`config.mk`:
```
export PLATFORM = sky130hd
export DESIGN_NAME = bse_ctrl
export DESIGN_NICKNAME = d
export VERILOG_FILES = /design/src/rtl/bse_pkg.sv /design/src/rtl/bse_ctrl.sv
export SDC_FILE = /design/constraint.sdc
export NUM_CORES = 1
export LEC_CHECK = 0
export ABC_AREA = 1
export BUFFER_PORTS_ARGS = -buffer_cell sky130_fd_sc_hd__buf_2
export CORE_ASPECT_RATIO = 1.25
export CORE_MARGIN = 2
export CORE_UTILIZATION = 51
export CTS_BUF_LIST = sky130_fd_sc_hd__clkbuf_4
export DETAILED_ROUTE_END_ITERATION = 6
export PLACE_DENSITY = 0.8
export SLEW_MARGIN = 20
export SYNTH_ARGS = -nofsm -noshare
export SYNTH_HDL_FRONTEND = slang
export SYNTH_SLANG_ARGS = --single-unit
```
`constraint.sdc`:
```
create_clock -name clk -period 4.75 [get_ports clk]
set_input_delay 0.475 -clock clk [delete_from_list [all_inputs] [get_ports clk]]
set_output_delay 0.475 -clock clk [all_outputs]
set_load 0.1 [all_outputs]
```
`src/rtl/bse_pkg.sv`:
```
// Shared types and constants for the bounded sequence engine.
// No dependencies; every other file of the block imports this package.
package bse_pkg;

	// Fixed port widths
	localparam int KIND_W   = 3;
	localparam int POS_W    = 9;
	localparam int WORD_W   = 32;
	localparam int INDEX_W  = 8;
	localparam int LEN_W    = 9;
	localparam int CAP_W    = 9;
	localparam int ADDR_W   = 3;
	localparam int APB_W    = 32;

	localparam logic [CAP_W-1:0] CAP_RESET = 9'd256;

	// Register index codes (word address)
	typedef enum logic {
		REG_CAPACITY = 1'b0
	} reg_index_t;

	// Request kinds
	typedef enum logic [KIND_W-1:0] {
		KIND_INSERT_AT = 3'd0,
		KIND_SORTED    = 3'd1,
		KIND_ERASE_AT  = 3'd2,
		KIND_REMOVE    = 3'd3,
		KIND_GET       = 3'd4,
		KIND_SET       = 3'd5,
		KIND_FIND      = 3'd6
	} kind_t;

	// Result status codes
	typedef enum logic [1:0] {
		ST_OK       = 2'd0,
		ST_BAD_POS  = 2'd1,
		ST_FULL     = 2'd2,
		ST_NOTFOUND = 2'd3
	} status_t;

	// Operation broadcast to every cell of the chain
	typedef enum logic [2:0] {
		CELL_HOLD = 3'd0,
		CELL_ROT  = 3'd1,
		CELL_INS  = 3'd2,
		CELL_DEL  = 3'd3,
		CELL_SET  = 3'd4,
		CELL_SWAP = 3'd5
	} cell_op_t;

	typedef struct packed {
		cell_op_t op;
		logic     phase;      // odd-even pairing for compaction
		logic     tail_mark;  // mark written into the last cell on rotation
	} cell_cmd_t;

	// Sequencer states
	typedef enum logic [2:0] {
		S_IDLE   = 3'd0,
		S_DECIDE = 3'd1,
		S_SCAN   = 3'd2,
		S_EDIT   = 3'd3,
		S_SORT   = 3'd4,
		S_DONE   = 3'd5
	} state_t;

endpackage

```
`src/rtl/bse_ctrl.sv`:
```
// Request sequencer: checks requests, drives the cell chain, builds results.
// Depends on bse_pkg for kinds, status codes, states and the cell command.
module bse_ctrl import bse_pkg::*; #(
	parameter int DATA_WIDTH = 32,
	parameter int DEPTH      = 256
) (
	input  logic                          clk,
	input  logic                          arst_n,
	input  logic                          start,
	input  logic [KIND_W-1:0]             kind,
	input  logic [POS_W-1:0]              position,
	input  logic [DATA_WIDTH-1:0]         word,
	input  logic [CAP_W-1:0]              capacity,
	input  logic [DATA_WIDTH-1:0]         head_data,
	output logic                          busy,
	output logic                          done,
	output cell_cmd_t                     cmd,
	output logic [$clog2(DEPTH+1)-1:0]    cell_pos,
	output logic [DATA_WIDTH-1:0]         cell_word,
	output logic [1:0]                    status,
	output logic [INDEX_W-1:0]            result_index,
	output logic [DATA_WIDTH-1:0]         read_value,
	output logic [LEN_W-1:0]              removed_count,
	output logic [LEN_W-1:0]              length
);

	localparam int IW = $clog2(DEPTH);
	localparam int CW = $clog2(DEPTH + 1);
	localparam int PW = (CW > POS_W) ? CW : POS_W;

	state_t                state_q, state_d;
	logic [IW-1:0]         cnt_q;
	logic [KIND_W-1:0]     kind_q;
	logic [POS_W-1:0]      pos_q;
	logic [DATA_WIDTH-1:0] word_q;
	logic [CW-1:0]         count_q;
	logic                  found_q;
	status_t               status_q;
	logic [IW-1:0]         rindex_q;
	logic [DATA_WIDTH-1:0] rvalue_q;
	logic [CW-1:0]         removed_q;

	logic [PW-1:0] pos_x, cnt_x, count_x, usable;
	logic          full, last, in_list, head_hit, head_ge;

	assign pos_x    = PW'(pos_q);
	assign cnt_x    = PW'(cnt_q);
	assign count_x  = PW'(count_q);
	assign usable   = (PW'(capacity) > PW'(DEPTH)) ? PW'(DEPTH) : PW'(capacity);
	assign full     = count_x >= usable;
	assign last     = cnt_q == IW'(DEPTH - 1);
	assign in_list  = cnt_x < count_x;
	assign head_hit = head_data == word_q;
	assign head_ge  = word_q <= head_data;

	// State register
	always_ff @(posedge clk or negedge arst_n) begin
		if (!arst_n) begin
			state_q <= S_IDLE;
		end else begin
			state_q <= state_d;
		end
	end

	// Next state and cell command
	always_comb begin
		state_d       = state_q;
		cmd.op        = CELL_HOLD;
		cmd.phase     = cnt_q[0];
		cmd.tail_mark = !in_list || head_hit;
		cell_pos      = CW'(pos_q);
		cell_word     = word_q;
		case (state_q)
			S_IDLE: begin
				if (start) begin
					state_d = S_DECIDE;
				end
			end
			S_DECIDE: begin
				state_d = S_DONE;
				case (kind_q)
					KIND_INSERT_AT: begin
						if (!(pos_x > count_x) && !full) begin
							cmd.op = CELL_INS;
						end
					end
					KIND_SORTED: begin
						if (!full) begin
							state_d = S_SCAN;
						end
					end
					KIND_ERASE_AT: begin
						if (pos_x < count_x) begin
							cmd.op = CELL_DEL;
						end
					end
					KIND_SET: begin
						if (pos_x < count_x) begin
							cmd.op = CELL_SET;
						end
					end
					KIND_REMOVE, KIND_GET, KIND_FIND: begin
						state_d = S_SCAN;
					end
					default: begin
					end
				endcase
			end
			S_SCAN: begin
				cmd.op = CELL_ROT;
				if (last) begin
					case (kind_q)
						KIND_SORTED: state_d = S_EDIT;
						KIND_REMOVE: state_d = S_SORT;
						default:     state_d = S_DONE;
					endcase
				end
			end
			S_EDIT: begin
				cmd.op   = CELL_INS;
				cell_pos = found_q ? CW'(rindex_q) : count_q;
				state_d  = S_DONE;
			end
			S_SORT: begin
				cmd.op = CELL_SWAP;
				if (last) begin
					state_d = S_DONE;
				end
			end
			S_DONE: begin
				state_d = S_IDLE;
			end
			default: begin
				state_d = S_IDLE;
			end
		endcase
	end

	// Control counters and list length
	always_ff @(posedge clk or negedge arst_n) begin
		if (!arst_n) begin
			cnt_q   <= '0;
			count_q <= '0;
			found_q <= 1'b0;
		end else begin
			case (state_q)
				S_IDLE: begin
					cnt_q   <= '0;
					found_q <= 1'b0;
				end
				S_DECIDE: begin
					if (kind_q == KIND_INSERT_AT && !(pos_x > count_x) && !full) begin
						count_q <= count_q + 1'b1;
					end else if (kind_q == KIND_ERASE_AT && pos_x < count_x) begin
						count_q <= count_q - 1'b1;
					end
				end
				S_SCAN: begin
					cnt_q <= last ? '0 : cnt_q + 1'b1;
					if ((kind_q == KIND_SORTED && head_ge || kind_q == KIND_FIND && head_hit)
							&& in_list) begin
						found_q <= 1'b1;
					end
				end
				S_EDIT: begin
					count_q <= count_q + 1'b1;
				end
				S_SORT: begin
					cnt_q <= last ? '0 : cnt_q + 1'b1;
					if (last) begin
						count_q <= count_q - removed_q;
					end
				end
				default: begin
				end
			endcase
		end
	end

	// Request beat and result fields
	always_ff @(posedge clk) begin
		case (state_q)
			S_IDLE: begin
				if (start) begin
					kind_q    <= kind;
					pos_q     <= position;
					word_q    <= word;
					status_q  <= ST_OK;
					rindex_q  <= '0;
					rvalue_q  <= '0;
					removed_q <= '0;
				end
			end
			S_DECIDE: begin
				case (kind_q)
					KIND_INSERT_AT: begin
						if (pos_x > count_x) begin
							status_q <= ST_BAD_POS;
						end else if (full) begin
							status_q <= ST_FULL;
						end
					end
					KIND_SORTED: begin
						if (full) begin
							status_q <= ST_FULL;
						end
					end
					KIND_ERASE_AT, KIND_GET, KIND_SET: begin
						if (!(pos_x < count_x)) begin
							status_q <= ST_BAD_POS;
						end
					end
					KIND_FIND: begin
						status_q <= ST_NOTFOUND;
					end
					default: begin
					end
				endcase
			end
			S_SCAN: begin
				if (in_list) begin
					if (kind_q == KIND_SORTED && !found_q && head_ge) begin
						rindex_q <= cnt_q;
					end
					if (kind_q == KIND_FIND && !found_q && head_hit) begin
						rindex_q <= cnt_q;
						status_q <= ST_OK;
					end
					if (kind_q == KIND_REMOVE && head_hit) begin
						removed_q <= removed_q + 1'b1;
					end
					if (kind_q == KIND_GET && cnt_x == pos_x) begin
						rvalue_q <= head_data;
					end
				end
			end
			S_EDIT: begin
				if (!found_q) begin
					rindex_q <= IW'(count_q);
				end
			end
			default: begin
			end
		endcase
	end

	assign busy          = state_q != S_IDLE;
	assign done          = state_q == S_DONE;
	assign status        = status_q;
	assign result_index  = INDEX_W'(rindex_q);
	assign read_value    = rvalue_q;
	assign removed_count = LEN_W'(removed_q);
	assign length        = LEN_W'(count_q);

endmodule

```
==> results.md <==
* Tmin final at 3.84 ns
* Synth Instances at between 800 and 900
* Cell Count, Final, Fillers Out at 1218
* Layout Nets at 1186
* Largest net degree at the start of global routing at 30
* Final core utilization at 63.1%
* Crit Path Max Fanout at 11
* Critical Path End Type: output port
* Max Buffers Root-to-Sink at 2
* Routed via count at 6558
* WL/cell at 15.9 µm
* CTS Buf Count at 17
* Die width at 111 µm
* Mapped Avg Cell Area at 8.82 µm²
* RePlAce Congestion at 0.938
* First drt pass iteration count at 5
* Syn-to-layout area delta at 20.3%
* Routed wire length at between 15000 and 20000 µm
* Tcrit/Tclk final at a little over 80%
* Starting Density at roughly 52%
* Netlist cell types at 53
* Clock sinks at about 120
* Startpoint Class: register
* Ys flop type: edfxtp_1
* Slew HR at 41.1%
* Row count at 48
* Status: finished, final reports clean
* H-tree depth at 4
* First-pass GRT wire length at 31000 µm
* FILL cells at 1181
* WP data required at around 4.3 ns
* Fmax at 261 MHz
* EDFF count, synth at between 90 and 100
* CTS root buffer: clkbuf_4
* Buffers added on ports at 195
* RSZ-0062 raised after global routing: false
* CTS tree: done
* Seq/Total Area, Yosys at a little under half
* Worst-Skew Late Latency at 0.53 ns
* Vias per Instance at between 5 and 6
* Slew at the pin closest to its max-slew limit at 0.880 ns
* Clk slew on worst S/H paths at 0.12 ns
* Die ar. at 0.0153 mm²
* CP max stage delay at 0.58 ns
* Die height at 138 µm
* Mapped Area at between 0.007 and 0.008 mm²
* Final hold vios at 0
* Arrival time worst endpoint at 3.36 ns
* Vias in the first global route at about 6600
* Crit path kind: register to output port
* Synth warnings at 0
* Antenna violations before repair at 2
* Final Skew at between 0.015 and 0.02 ns
* Setup_tns at 0 ns
* DRC Markers at 0
* Syn_nets at 983
* Core area at 0.0139 mm²
* Worst path cell trace: clkinv_1 > ha_1 > nand2_1 > nor2_1 > nand3_1 > o21ai_2 > nand2_4 > nand2_1 > nand2_1 > nand2_1 > buf_2
* DRT iter0 DRCs at between 300 and 400
* Async SR Flop Fraction at about 18%
* Crit path max-delay family: buffers and inverters
* Final setup fails at 0
* Final Slew Violations at 0
* Worst hold path class: input pin to register
* Most frequent CP cell: nand2_1
* I/O pins at just under 200
* Hpwl dp at 15200 µm
* Placed cell count at 1183
* Post-Place Setup Slack at 1.40 ns
* Final WS setup at 0.913 ns
* Synth Register Bits at 116
* Max-cap viol count at 0
* Buf/Inv on CP at 2
* Overflow after GRT at 0
* GRT Overall Usage at 25.9%
* Post-route ant nets at 0
* Slowest stage cell on the critical path: dfrtp_1
* Fraction of layout cells with a size suffix above 1 at approximately a quarter
[cell usage after synthesis, drive strengths merged (16+ instances only)]
master	n	area, µm²
a21oi	50	250
dfrtp	21	526
edfxtp	95	2850
ha	69	863
inv	130	488
nand2	171	659
nand3	35	185
nor2	87	365
nor3	23	136
o21ai	43	223
o22ai	16	100
xor2	18	158
[what timing repair did]
item                      4_1_cts  5_1_grt
setup buffers                   0        0
hold buffers                    1        0
gates resized for setup         0        0
hold endpoints to repair       21        0
[layer usage]
layer	share of wire, %	track usage, %
met1	39	28.7
met4	3.8	12.8
met3	7.4	6.73
met2	50	46.5
met5	0	0
[per-stage QoR]
stage	cell area, µm²	hold WS [ns]
2_1_floorplan	7290	0.179
3_3_place_gp	8450	0.485
3_5_place_dp	8450	0.485
4_1_cts	8750	0.0648
5_1_grt	8750	0.0680
6_report	8750	0.112
[layout by cell type, fill, tap and decap left out, types with 4 or more instances in the layout]
cell type  Yosys  routed
buf_2          6     195
nand2_1      166     166
inv_1        121     121
edfxtp_1      95      95
nor2_1        81      80
ha_1          69      69
a21oi_1       50      50
o21ai_0       38      37
nand3_1       33      33
dfrtp_1       21      21
nor3_1        20      19
xor2_1        18      18
clkbuf_4       0      18
o22ai_1       16      16
nand4_1       10      10
inv_2          9       9
a31oi_1        5       5
nor4_1         4       4
nand3b_1       4       4
nand2_2        4       4
o21ai_1        3       4
clkinv_4       0       4
buf_4          1       4
[kinds of logic after synthesis]
logic type | count (synthesis) | synth area share, %
flip-flops | 116 | 46.4
AND/OR/NAND/NOR | 340 | 20.8
AO/OA/AOI/OAI | 131 | 10.2
XOR/XNOR | 21 | 2.53
buffers and inverters | 147 | 7.85
adder cells (fa/ha/maj) | 70 | 12.1
[sequential cells by signal, indices dropped and copies added, names as in the netlist]
register       cells
cell_word         32
read_value        32
length             9
pos_q              9
removed_count      9
cnt_q              8
result_index       8
kind_q             3
state_q            3
status             2
found_q            1
[final timing paths]
check,slack [ns],cells after the start,start,endpoint
max,0.91,11,length[4],cmd[3]
min,0.11,1,word[16],cell_word[16]
max reg2reg,1.45,10,length[4],read_value[0]
min reg2reg,0.66,2,cnt_q[2],cnt_q[2]
max in group asynchronous,3.93,2,arst_n,cnt_q[0]
min in group asynchronous,0.44,2,arst_n,length[6]
[layout make-up]
class | instances | area (µm²) | area share (%)
antenna | 2 | 5.00 | 0.0572
clock buffer | 18 | 135 | 1.54
clock inverter | 14 | 154 | 1.76
inverter | 131 | 492 | 5.62
multi-input combinational | 562 | 3360 | 38.3
sequential | 116 | 3380 | 38.6
tap | 175 | 219 | 2.50
timing repair buffer | 200 | 1020 | 11.6
Power is not shown: default switching activity piles up to over one toggle a cycle in this logic, so the estimate is an artifact.
