--- src/rtl/bse_pkg.sv ---
// Shared types and constants for the bounded sequence engine.
// No dependencies; every other file of the block imports this package.
package bse_pkg;

	// Fixed port widths
	localparam int KIND_W   = 3;
	localparam int POS_W    = 9;
	localparam int WORD_W   = 32;
	localparam int INDEX_W  = 8;
	localparam int LEN_W    = 9;
	localparam int CAP_W    = 9;
	localparam int ADDR_W   = 3;
	localparam int APB_W    = 32;

	localparam logic [CAP_W-1:0] CAP_RESET = 9'd256;

	// Register index codes (word address)
	typedef enum logic {
		REG_CAPACITY = 1'b0
	} reg_index_t;

	// Request kinds
	typedef enum logic [KIND_W-1:0] {
		KIND_INSERT_AT = 3'd0,
		KIND_SORTED    = 3'd1,
		KIND_ERASE_AT  = 3'd2,
		KIND_REMOVE    = 3'd3,
		KIND_GET       = 3'd4,
		KIND_SET       = 3'd5,
		KIND_FIND      = 3'd6
	} kind_t;

	// Result status codes
	typedef enum logic [1:0] {
		ST_OK       = 2'd0,
		ST_BAD_POS  = 2'd1,
		ST_FULL     = 2'd2,
		ST_NOTFOUND = 2'd3
	} status_t;

	// Operation broadcast to every cell of the chain
	typedef enum logic [2:0] {
		CELL_HOLD = 3'd0,
		CELL_ROT  = 3'd1,
		CELL_INS  = 3'd2,
		CELL_DEL  = 3'd3,
		CELL_SET  = 3'd4,
		CELL_SWAP = 3'd5
	} cell_op_t;

	typedef struct packed {
		cell_op_t op;
		logic     phase;      // odd-even pairing for compaction
		logic     tail_mark;  // mark written into the last cell on rotation
	} cell_cmd_t;

	// Sequencer states
	typedef enum logic [2:0] {
		S_IDLE   = 3'd0,
		S_DECIDE = 3'd1,
		S_SCAN   = 3'd2,
		S_EDIT   = 3'd3,
		S_SORT   = 3'd4,
		S_DONE   = 3'd5
	} state_t;

endpackage

--- src/rtl/bse_cell.sv ---
// One cell of the list chain: holds one entry word and a delete mark.
// Depends on bse_pkg for the broadcast command type.
module bse_cell import bse_pkg::*; #(
	parameter int DATA_WIDTH = 32,
	parameter int CW         = 9,
	parameter int DEPTH      = 256,
	parameter int IDX        = 0
) (
	input  logic                  clk,
	input  cell_cmd_t             cmd,
	input  logic [CW-1:0]         pos,
	input  logic [DATA_WIDTH-1:0] word,
	input  logic [DATA_WIDTH-1:0] left_data,
	input  logic                  left_mark,
	input  logic [DATA_WIDTH-1:0] right_data,
	input  logic                  right_mark,
	output logic [DATA_WIDTH-1:0] data,
	output logic                  mark
);

	localparam logic [CW-1:0] MY_IDX = CW'(IDX);
	localparam logic          PARITY = 1'(IDX % 2);
	localparam bit            HAS_R  = (IDX + 1) < DEPTH;
	localparam bit            HAS_L  = IDX > 0;

	logic [DATA_WIDTH-1:0] data_q;
	logic                  mark_q;
	logic                  left_role;
	logic                  right_role;

	// Pairing for the odd-even compaction pass
	assign left_role  = HAS_R && (cmd.phase == PARITY);
	assign right_role = HAS_L && (cmd.phase != PARITY);

	// Update the entry from the broadcast command and the neighbors
	always_ff @(posedge clk) begin
		case (cmd.op)
			CELL_ROT: begin
				data_q <= right_data;
				mark_q <= right_mark;
			end
			CELL_INS: begin
				if (MY_IDX > pos) begin
					data_q <= left_data;
				end else if (MY_IDX == pos) begin
					data_q <= word;
				end
			end
			CELL_DEL: begin
				if (MY_IDX >= pos) begin
					data_q <= right_data;
				end
			end
			CELL_SET: begin
				if (MY_IDX == pos) begin
					data_q <= word;
				end
			end
			CELL_SWAP: begin
				if (left_role && mark_q && !right_mark) begin
					data_q <= right_data;
					mark_q <= 1'b0;
				end else if (right_role && left_mark && !mark_q) begin
					data_q <= left_data;
					mark_q <= 1'b1;
				end
			end
			default: begin
			end
		endcase
	end

	assign data = data_q;
	assign mark = mark_q;

endmodule

--- config.mk ---
export PLATFORM = sky130hd
export DESIGN_NAME = bse_cell
export DESIGN_NICKNAME = d
export VERILOG_FILES = /design/src/rtl/bse_pkg.sv /design/src/rtl/bse_cell.sv
export SDC_FILE = /design/constraint.sdc
export NUM_CORES = 1
export LEC_CHECK = 0
export ABC_AREA = 1
export BUFFER_PORTS_ARGS = -buffer_cell sky130_fd_sc_hd__buf_2
export CAP_MARGIN = 20
export CORE_MARGIN = 5
export CORE_UTILIZATION = 40
export CTS_BUF_LIST = sky130_fd_sc_hd__clkbuf_4
export CTS_CLUSTER_SIZE = 40
export DETAILED_ROUTE_END_ITERATION = 7
export GPL_ROUTABILITY_DRIVEN = 0
export PLACE_DENSITY = 0.86
export SLEW_MARGIN = 20
export SYNTH_ARGS = -nofsm -noshare
export SYNTH_HDL_FRONTEND = slang
export SYNTH_SLANG_ARGS = --single-unit
--- constraint.sdc ---
create_clock -name clk -period 2.3 [get_ports clk]
set_clock_uncertainty 0.15 [all_clocks]
set_input_delay 0.46 -clock clk [delete_from_list [all_inputs] [get_ports clk]]
set_output_delay 0.46 -clock clk [all_outputs]
set_load 0.05 [all_outputs]
==> flow_results.org, run 1 <==
** Global route
- Wire length of the first global-routing pass :: approximately 10000 microns
- Global routing used 17.5% of the available tracks.
- Entering global routing, the biggest net connects 33 pins.
- Initial antenna violation count :: 0
- Number of global-route vias before repair :: ~2300
- For this run the aggregate overflow at the end of global routing stands at 0.

** Setup path
- CP Class :: input pin to register
- In this run the critical register-to-register path is captured at data[19].
- Reg2Reg Depth :: 5
- Last element of the critical path :: data[20]
- Endpoint type of the worst setup path :: register
- The worst register-to-register path has a setup slack of between 0.7 and 0.8 ns.
- STA classifies the critical path startpoint as an input pin.
- Critical path startpoint :: pos[4]
- In this run the critical register-to-register path is launched from mark.
- Required time of the critical path :: between 2 and 2.5 ns
- Crit-path max FO :: 17
- For the worst setup path, the data arrival time is around 1.7 ns.

** Final layout
- End-of-flow core utilization :: a little over half
- The final layout contains 497 nets.
- Non-filler cells in the finished layout :: between 400 and 500
- In the final layout, the share of cells above drive strength 1 is slightly below 40%.
- Once layout is done, the placed cells without fillers occupy approximately 2900 sq um.
- # diodes :: 0
- Compared with the post-synthesis result, the final layout area differs by 29.5%.

** Floorplanning
- Standard-cell row count :: 27
- For this design the top-level I/O count stands at 146.
- Core area :: around 5500 sq um
- For this configuration, the core starts out at a cell density of about 41%.
- In this run the horizontal extent of the chip is 85.4 microns.
- The floorplan step defined a die boundary enclosing between 7000 and 8000 sq um.
- Die height :: around 85 microns

** STA
- For the pin with the worst max-slew slack, the measured transition is approximately 0.55 ns.
- The worst path meets setup with around 0.7 ns of slack.
- Counting I/O delays and the setup requirement, the final critical path takes ~1.6 ns.
- Final setup viols :: 0
- Setup repair after global routing left no endpoint under its margin.
- The final number of hold-violating endpoints was 0.
- After layout, the worst path uses between 60% and 70% of the clock period.
- Measured against its own limit, the worst slew margin works out to around 63%.
- Across all hold checks on the routed design, the worst slack comes to around 0.24 ns.
- Setup total negative slack on the finished layout was measured at 0 ns.
- Max-slew violation total from the final report :: 0
- Based on the critical path, the design can be clocked at up to between 0.6 and 0.7 GHz.

** Placement
- Dpl ws :: 0.350 ns
- Number of buffers inserted by port buffering :: about 110
- Placed cell count :: between 400 and 500
- In this run the cell area measured after placement is 2870 sq um.
- Final HPWL DP :: 4630 microns

** Route
- The count of nets left with antenna violations once routing finished came out at 0.
- Average routed wire per standard cell :: between 10 and 15 microns
- The first detailed-routing pass ran for 4 iterations.
- Dividing the detail-routed via count by the number of cells gives 4.87.
- Wires add up to 6180 microns.
- The first routing iteration left about 120 violations.
- In the routed design, unresolved DRC markers number 0.
- Number of vias in the routed layout :: roughly 2200

** Run
- The tool flagged a number of max-cap violations equal to 0.

** Synthesis
- The synthesized netlist occupies a cell area of approximately 2300 sq um.
- Of the synthesized area, sequential elements account for 43.5%.
- Synthesized area per cell :: around 8.3 sq um
- During synthesis, Yosys emitted a total of 0 warnings.
- Number of distinct standard cells referenced by the synthesized netlist :: 21
- Number of synthesized flops with an enable pin :: 33
- Counting flops with an async set or reset pin after synthesis yields a share of 0%.
- In the synthesized netlist the dominant register cell turns out to be sky130_fd_sc_hd__edfxtp_1.
- Synthesis inferred 33 register bits.
- In the synthesized netlist, the number of instances is 274.
- The number of nets handed over by synthesis was roughly 390.

** Clocking
- TritonCTS built the clock tree.
- The tree built by TritonCTS fans out to 33 sinks.
- Clock root cell :: sky130_fd_sc_hd__clkbuf_4
- At the later pin of the worst-skew pair, clock insertion delay measures around 0.33 ns.
- Worst-path clk slew :: roughly 0.11 ns
- Hold repair after CTS inserted 0 buffers.
- Max Buffers Root-to-Sink :: 2
- Gates resized during post-CTS repair numbered 0.
- Post-CTS setup buffers :: 0
- CTS Buf Count :: 5
- Clock H-tree levels :: 2

** Power and ir drop
- The completed layout was analyzed and its total power is about 1.7 mW.
- For this design the static power due to leakage is 1.49 nW.
- In this run the power density over the cells is about 600 nW/um^2.
- IR analysis of the VDD net gives a maximum drop of 0.265 mV.

** Worst hold path
- Type of the tightest min-delay check :: input pin to register
- Origin of the worst min-delay path :: right_data[22]

** Run status
- The run finished with clean final reports.
==> registers in the layout (all words and copies together) (netlist names) <==
register,count
data,32
mark,1
==> cell families (layout without fill, tap and decap cells) <==
group | after synthesis | in the layout | share of synthesized area [%]
simple gates | 146 | 146 | 29.6
buf+inv | 59 | 170 | 13.3
compound gates | 36 | 36 | 13.5
flops | 33 | 33 | 43.5
==> cells in the mapped netlist (2+ instances only) <==
cell,number,area [sq um]
sky130_fd_sc_hd__buf_6,7,78.8
sky130_fd_sc_hd__nand3_1,66,330
sky130_fd_sc_hd__inv_1,37,139
sky130_fd_sc_hd__nor2_2,3,18.8
sky130_fd_sc_hd__o21bai_1,21,158
sky130_fd_sc_hd__buf_4,6,45.0
sky130_fd_sc_hd__inv_2,4,15.0
sky130_fd_sc_hd__edfxtp_1,33,991
sky130_fd_sc_hd__nor2_1,2,7.51
sky130_fd_sc_hd__o21bai_2,11,124
sky130_fd_sc_hd__nand2_1,68,255
sky130_fd_sc_hd__buf_2,5,25.0
sky130_fd_sc_hd__nand2_2,3,18.8
==> layout make-up <==
class	count	area [sq um]
fillers	538	2560
repair buffers	121	643
well taps	72	90.1
multi-input cells	182	990
clock buffers	6	45.0
inverters	41	154
flip-flops and latches	33	991
clock inverters	2	33.8
==> worst max-delay path, stage by stage <==
cell	delay [ns]
sky130_fd_sc_hd__buf_2	0.10
sky130_fd_sc_hd__nor2_2	0.14
sky130_fd_sc_hd__nand3_2	0.35
sky130_fd_sc_hd__buf_12	0.30
sky130_fd_sc_hd__o21bai_1	0.14
sky130_fd_sc_hd__nand3_1	0.09
sky130_fd_sc_hd__nand2_1	0.06
==> metal layers <==
metal	routed length (microns)	share of wire [%]	vias to the layer above	track usage [%]
met5	0	0	-	0
met3	525	8.5	6	4.47
met4	48	0.78	0	5.04
met1	2350	38	997	19.3
met2	3250	53	97	32.9
li1	-	-	1127	-
==> how the worst min path moves through the flow <==
stage | endpoint | slack (ns) | cells past startpoint
after global routing | data[9] | 0.23 | 3
after floorplan | data[0] | 0.50 | 2
after detailed placement | data[13] | 0.49 | 3
final | data[22] | 0.24 | 3
after global placement | data[2] | 0.48 | 3
after CTS | data[22] | 0.22 | 3
==> cell usage in the layout, fill, tap and decap left out, drive strengths merged <==
cell and n:
inv 41, buf 121, o211ai 1, nand4 1, edfxtp 33, bufinv 1, clkbuf 6, o21ai 1
nor2 6, nand2 71, nand3 67, o21bai 32, a21oi 2, nand3b 1, clkinv 1
==> report_power, final <==
part	internal, mW	total, mW	switching (mW)
clock	0.238	0.440	0.202
combinational	0.171	0.537	0.366
sequential	0.740	0.765	0.0255
Note: power is estimated with default switching activity, not from simulation.
==> inputs of run 2 (changes only) <==
Clock period 2.3 ns to 1.4 ns, I/O delays scaled along.
==> run 2 against run 1 <==
Effect of this change:
- the flow now finishes with violations (negative setup slack)
- design area increased by 8.4%
- sequential power increased by 67%
- count of clock-buffer cells in the layout unchanged
- via count increased by 1.8%
- die area unchanged
- flip-flop and latch count unchanged
- cell count increased by 1.3%
- non-clock buffer count increased by 6
- critical path type is now register to register
- highest routed layer unchanged
==> flow_results.org, run 2 (synthesized netlist as in run 1, its figures left out) <==
** STA
- Final setup viols :: 33 (was 0)
- Final clock period utilization by the worst path :: 107%
- The slew at the pin with the worst max-slew slack was 0.344 ns (was 0.552 ns).
- Count of endpoints failing hold in the final timing report :: 0 (unchanged)
- Final Critical Period :: between 1.5 and 2 ns
- Unrepaired setup endpoints after global routing :: true (was false)
- Fmax achieved :: 0.667 GHz
- The worst path setup slack after routing came to -0.100 ns (was 0.702 ns).
- Relative slew slack :: 77.1% (was 63.1%)
- Setup TNS :: -3.04 ns (was 0 ns)
- The max-slew violation count came to 0 (unchanged).

** Route
- Average routed wire per standard cell :: 14.4 microns (was 13.5 microns)
- Remaining antenna violation count :: 0 (unchanged)
- The number of search-and-repair iterations in the first detailed-routing pass is 4 (unchanged).
- Via count normalized by instance count :: 4.89 (was 4.87)
- The number of remaining DRC errors was 0 (unchanged).
- The number of DRC violations after detailed-routing iteration 0 came to 71 (was 119).
- Number of vias in the routed layout :: 2266 (was 2227)
- Detailed-route wire length :: 6650 microns (was 6180 microns)

** Floorplanning
- The die height is 85.4 microns (unchanged).
- Die area :: 7300 sq um (unchanged)
- Top-Level Pins :: 146 (unchanged)
- Die extent in x :: 85.4 microns (unchanged)
- Core area :: 5510 sq um (unchanged)
- Starting utilization of the core area :: 41.3% (unchanged)
- Standard-cell row count :: 27 (unchanged)

** Clocking
- CTS tree :: yes (unchanged)
- Clock H-tree levels :: 2 (unchanged)
- Max Buffers Root-to-Sink :: 2 (unchanged)
- Clock Sink Count :: 33 (unchanged)
- The number of buffers inserted for hold repair after clock tree synthesis came to 0 (unchanged).
- Worst-path clk slew :: 0.11 ns (about the same)
- Source-to-sink clock delay at the later pin of the worst-skew pair :: 0.33 ns (about the same)
- CTS Buf Count :: 5 (unchanged)
- The CTS root buffer was sky130_fd_sc_hd__clkbuf_4 (unchanged).

** Placement
- The total of buffers placed on input and output ports is 111 (unchanged).
- The placed instance count came to 454 (was 449).
- Dpl ws :: -0.289 ns (was 0.350 ns)
- The detailed placer's ending HPWL was 4600 microns (was 4630 microns).

** Global route
- The pin count of the biggest net entering global routing was 33 (unchanged).
- Initial antenna violation count :: 0 (unchanged)
- Total Routing Usage GR :: 17.1% (was 17.5%)
- The leftover overflow at the end of global routing is 0 (unchanged).
- The number of global-route vias before repair is 2265 (was 2302).
- The wire length of the first global-routing pass was 10000 microns (was 10400 microns).

** Run status
- The checks that failed: negative setup slack.
- Outcome :: complete, but fails checks (was finished clean)

** Final layout
- The most frequent standard cell in the layout excluding fill and tap cells is sky130_fd_sc_hd__buf_2 (unchanged).
- The area occupied by registers came to 991 sq um (unchanged).
- The layout net count was 503 (was 497).
- The flip-flop count of the largest register after layout came to 32 (unchanged).
- Layout-stage area growth over the synthesis result :: 40.4% (was 29.5%)
- # diodes :: 0 (unchanged)
- The number of standard cells in the layout, taps in and fillers out came to 463 (was 457).
- The fill cell instance count of the final layout is 496 (was 538).
- End-of-flow core utilization :: 58.0% (was 53.5%)
- Commonest cells after routing, fill and taps aside :: sky130_fd_sc_hd__buf_2 (79), sky130_fd_sc_hd__nand2_1 (67), sky130_fd_sc_hd__nand3_1 (66), sky130_fd_sc_hd__inv_1 (37), sky130_fd_sc_hd__edfxtp_1 (33) (was sky130_fd_sc_hd__buf_2 (111), sky130_fd_sc_hd__nand2_1 (68), sky130_fd_sc_hd__nand3_1 (66), sky130_fd_sc_hd__inv_1 (37), sky130_fd_sc_hd__edfxtp_1 (33))
- Layout cells sized above 1 :: 40.9% (was 39.5%)
- Multi-input gate area :: 992 sq um (was 990 sq um)

** Power and ir drop
- Net load switching power :: 1.00 mW (was 593 uW)
- The power share of the clock group is 18.9% (was 25.2%).
- Leakage power :: 1.59 nW (was 1.49 nW)
- The total power draw was 2.84 mW (was 1.74 mW).
- The relative contribution of combinational cells to total power was 36.0% (was 30.8%).
- The peak ir drop on the vdd network came to 0.422 mV (was 0.265 mV).
- The internal power came to 1.84 mW (was 1.15 mW).
- Share of power burned in registers :: 45.1% (was 43.9%)
- Share of total power consumed by net switching :: 35.3% (was 34.1%)
- Cell area power density :: 889 nW/um^2 (was 591 nW/um^2)

** Setup path
- CP Class :: register to register (was input pin to register)
- The delay contributed by the slowest stage of the critical path came to 0.40 ns (was 0.35 ns).
- Ordered cell list for the critical path :: nand3b_1 > nand4_1 > nand2_2 > a21oi_4 > buf_12 (was buf_2 > nor2_2 > nand3_2 > buf_12 > o21bai_1 > nand3_1 > nand2_1)
- Reg2Reg Depth :: 5 (unchanged)
- The endpoint kind of the worst setup timing path is a register (unchanged).
- The critical path arrival was 1.40 ns (was 1.66 ns).
- The buffers plus inverters on the worst setup path was 1 (was 2).
- The highest-delay cell along the critical path is sky130_fd_sc_hd__edfxtp_1 (was sky130_fd_sc_hd__nand3_2).
- Crit-path max FO :: 16 (was 17)
- The startpoint type of the worst setup path was a register (was input pin).
- Total stage count of the critical path :: 5 (was 7)
- Worst path top cell family by delay :: flip-flops (was simple AND/OR/NAND/NOR gates)
- Required time of the critical path :: 1.30 ns (was 2.36 ns)

** Worst hold path
- The classification of the worst-slack hold path is input pin to register (unchanged).
- The count of cells along the worst hold path was 3 (unchanged).

** Run
- The number of max-capacitance violations reported came to 0 (unchanged).
## run 2: cell types whose count changed in the layout (fill, tap and decap cells not counted), moves of 2 or more
| cell | previous run | this run |
|---|---|---|
| sky130_fd_sc_hd__buf_2 | 111 | 79 |
| sky130_fd_sc_hd__clkinv_2 | 0 | 2 |
| sky130_fd_sc_hd__buf_4 | 9 | 14 |
| sky130_fd_sc_hd__buf_6 | 0 | 31 |
| sky130_fd_sc_hd__buf_12 | 1 | 3 |
## run 2: final timing paths
| check | from | end | slack [ns] |
|---|---|---|---|
| worst max-delay path | mark | data[27] | -0.10 |
| worst min-delay path | right_data[9] | data[9] | 0.06 |
| worst max register to register | mark | data[27] | -0.10 |
| worst min register to register | data[10] | data[10] | 0.52 |
## run 2: stage by stage
step | hold WS [ns] | cell area [sq um]
after detailed placement | 0.403 | 2930
after floorplan | 0.316 | 2280
after global routing | 0.0447 | 3190
after CTS | 0.0485 | 3030
after global placement | 0.403 | 2930
final | 0.0589 | 3190
## run 2: layout make-up
cell class,count,share of cell area (%)
Clock buffer,6,1.41
Clock inverter,2,0.313
Timing Repair Buffer,127,28.5
Sequential cell,33,31.0
Inverter,41,4.90
Multi-Input combinational cell,182,31.1
Tap cell,72,2.82
## run 2: power groups by stage
stage                     logic [mW]  registers [mW]  clock network [mW]
after global placement         0.898            1.27                   0
after detailed placement       0.915            1.28                   0
after global routing            1.09            1.29               0.614
final                           1.02            1.28               0.536
after CTS                      0.943            1.26               0.555
after floorplan                0.304            1.60                   0
## run 2: tightest hold or removal path, cell delays in order
cell and delay, ns:
sky130_fd_sc_hd__buf_2 0.07, sky130_fd_sc_hd__nand2_1 0.04, sky130_fd_sc_hd__nand2_1 0.05
## run 2: repair_timing
item / 4_1_cts / 5_1_grt
buffers inserted: 0 / 1
setup endpoints to repair: 46 / 66
resized for setup: 17 / 68
## run 2: routing by layer
metal,GRT usage [%],vias to the layer above,share of wire [%]
li1,-,1141,-
met1,19.7,1018,39
met2,30.5,93,52
met3,5.15,14,6.6
met4,4.89,0,1.6
met5,0,-,0
==> inputs of run 3 (changes only) <==
Settings changed: TNS_END_PERCENT set to 10.
==> run 3 against run 2 <==
Effect of this change:
- the flow still finishes with violations (negative setup slack)
- clock power is essentially flat
- cell count shrank 0.22%
- count of clock-buffer cells in the layout is the same
- highest routed layer unchanged
==> flow_results.org, run 3 (synthesized netlist as in run 1, its figures left out) <==
** Run status
- Outcome: complete, but fails checks (unchanged).
- Violated checks :: negative setup slack (unchanged)

** Floorplanning
- The floorplan core area came to 5510 sq um (unchanged).
- The top-level I/O count is 146 (unchanged).
- Die height :: 85.4 microns (unchanged)
- Die area :: 7300 sq um (unchanged)
- The number of placement rows is 27 (unchanged).
- The starting density of the core is 41.3% (unchanged).
- The horizontal die dimension is 85.4 microns (unchanged).

** Final layout
- Commonest cells after routing, fill and taps aside: sky130_fd_sc_hd__buf_2 (96), sky130_fd_sc_hd__nand2_1 (67), sky130_fd_sc_hd__nand3_1 (66), sky130_fd_sc_hd__inv_1 (37), sky130_fd_sc_hd__edfxtp_1 (33) (was sky130_fd_sc_hd__buf_2 (79), sky130_fd_sc_hd__nand2_1 (67), sky130_fd_sc_hd__nand3_1 (66), sky130_fd_sc_hd__inv_1 (37), sky130_fd_sc_hd__edfxtp_1 (33)).
- Most common library cell in the layout ignoring fill and taps :: sky130_fd_sc_hd__buf_2 (unchanged)
- The area occupied by registers came to 991 sq um (unchanged).
- # diodes :: 0 (unchanged)
- The number of standard cells in the layout, taps in and fillers out was 462 (was 463).
- The fill cell instance count of the final layout came to 513 (was 496).
- Layout cells sized above 1 :: 40.8% (was 40.9%)
- The layout net count was 502 (was 503).
- Multi-input gate area :: 992 sq um (unchanged)
- The flip-flop count of the largest register after layout came to 32 (unchanged).
- The final core utilization is 56.0% (was 58.0%).
- The layout overhead on the synthesized area is 35.4% (was 40.4%).

** Route
- The number of DRC violations after detailed-routing iteration 0 is 84 (was 71).
- The number of search-and-repair iterations in the first detailed-routing pass came to 5 (was 4).
- The total wire length is 6380 microns (was 6650 microns).
- The routed length per placed instance was 13.8 microns (was 14.4 microns).
- The number of remaining DRC errors came to 0 (unchanged).
- Number of vias in the routed layout :: 2269 (was 2266)
- Remaining antenna violation count :: 0 (unchanged)
- Via count normalized by instance count :: 4.91 (was 4.89)

** Clocking
- Source-to-sink clock delay at the later pin of the worst-skew pair :: 0.33 ns (about the same)
- # hold bufs at CTS :: 0 (unchanged)
- The maximum buffer depth of the clock tree was 2 (unchanged).
- The clock-pin slew on the worst setup and hold paths is 0.11 ns (about the same).
- CTS Buf Count :: 5 (unchanged)
- The TritonCTS clock tree is yes (unchanged).
- Clock H-tree levels :: 2 (unchanged)
- The CTS root buffer is sky130_fd_sc_hd__clkbuf_4 (unchanged).
- The clock sink total was 33 (unchanged).

** Setup path
- Required time of the critical path :: 1.30 ns (about the same)
- CP Class :: register to register (unchanged)
- Worst Setup Start Kind :: register (unchanged)
- Crit-path max FO :: 16 (unchanged)
- CP arrival :: 1.40 ns (about the same)
- The endpoint kind of the worst setup timing path was a register (unchanged).

** Power and ir drop
- The total power density per cell area is 896 nW/um^2 (was 889 nW/um^2).
- Leakage power :: 1.55 nW (was 1.59 nW)
- The peak ir drop on the vdd network came to 0.420 mV (was 0.422 mV).

** STA
- The fmax was 0.666 GHz (was 0.667 GHz).
- Smallest hold slack :: 0.0637 ns (was 0.0589 ns)
- Worst-margin pin slew :: 0.573 ns (was 0.344 ns)
- Setup ws final :: -0.101 ns (was -0.100 ns)
- Max-slew violation total from the final report :: 0 (unchanged)
- Unrepaired setup endpoints after global routing: true (unchanged).
- Count of endpoints failing hold in the final timing report :: 0 (unchanged)
- Final clock period utilization by the worst path :: 107% (about the same)
- Relative slew slack :: 61.7% (was 77.1%)
- Final Critical Period :: 1.50 ns (about the same)
- The number of setup violations in the final report came to 33 (unchanged).

** Run
- The number of max-capacitance violations reported is 0 (unchanged).

** Global route
- The number of global-route vias before repair came to 2265 (unchanged).
- Total Routing Usage GR :: 17.1% (unchanged)
- The wire length of the first global-routing pass is 10000 microns (unchanged).
- The initial antenna violation count is 0 (unchanged).
- The leftover overflow at the end of global routing came to 0 (unchanged).
- The pin count of the biggest net entering global routing was 33 (unchanged).

** Placement
- Final HPWL DP :: 4600 microns (unchanged)
- The placed instance count is 454 (unchanged).
- Dpl ws :: -0.289 ns (unchanged)
- The total of buffers placed on input and output ports is 111 (unchanged).

** Worst hold path
- Type of the tightest min-delay check :: input pin to register (unchanged)
## run 3: metrics by stage
stage | TNS [ns] | power (mW) | area, sq um
finish | -3.08 | 2.76 | 3080
global route | -6.66 | 2.92 | 3080
CTS | -3.12 | 2.76 | 3030
detailed placement | -17.00 | 2.19 | 2930
global placement | -13.93 | 2.17 | 2930
floorplan | -20.93 | 1.90 | 2280
## run 3: power by group
part | switching [mW] | total (mW) | internal, mW
Sequential | 0.0524 | 1.27 | 1.22
Clock | 0.322 | 0.533 | 0.211
Combinational | 0.608 | 0.960 | 0.353
Total | 0.982 | 2.76 | 1.78
## run 3: path summary, 6_finish.rpt
| kind | from | end | slack, ns | depth (start not counted) |
|---|---|---|---|---|
| hold reg to reg | data[23] | data[23] | 0.51 | 3 |
| hold / removal | right_data[4] | data[4] | 0.06 | 3 |
| setup reg to reg | mark | data[27] | -0.10 | 5 |
| setup / recovery | mark | data[27] | -0.10 | 5 |
## run 3: layout make-up
cell class,count,share of cell area [%]
sequential,33,32.2
clock inverter,2,0.325
multi-input combinational,182,32.2
inverter,41,4.99
timing repair buffer,126,25.9
clock buffer,6,1.46
tap,72,2.92
## run 3: critical path, stage by stage, from the launching register on
cell                       delay, ns
sky130_fd_sc_hd__edfxtp_1       0.40
sky130_fd_sc_hd__nand3b_1       0.12
sky130_fd_sc_hd__nand4_1        0.11
sky130_fd_sc_hd__nand2_2        0.07
sky130_fd_sc_hd__a21oi_4        0.18
sky130_fd_sc_hd__buf_12         0.18
## run 3: routing by layer
| layer | global-route usage (%) | routed length (microns) | up-vias |
|---|---|---|---|
| met2 | 30.5 | 3250 | 87 |
| met3 | 5.15 | 482 | 14 |
| met4 | 4.89 | 109 | 0 |
| met5 | 0 | 0 | - |
| met1 | 19.7 | 2550 | 1026 |
| li1 | - | - | 1142 |
## run 3: repair_timing
item                                    in CTS  in global routing
resized for setup                           17                 16
setup buffers                                0                  0
endpoints found under the setup margin      46                 66
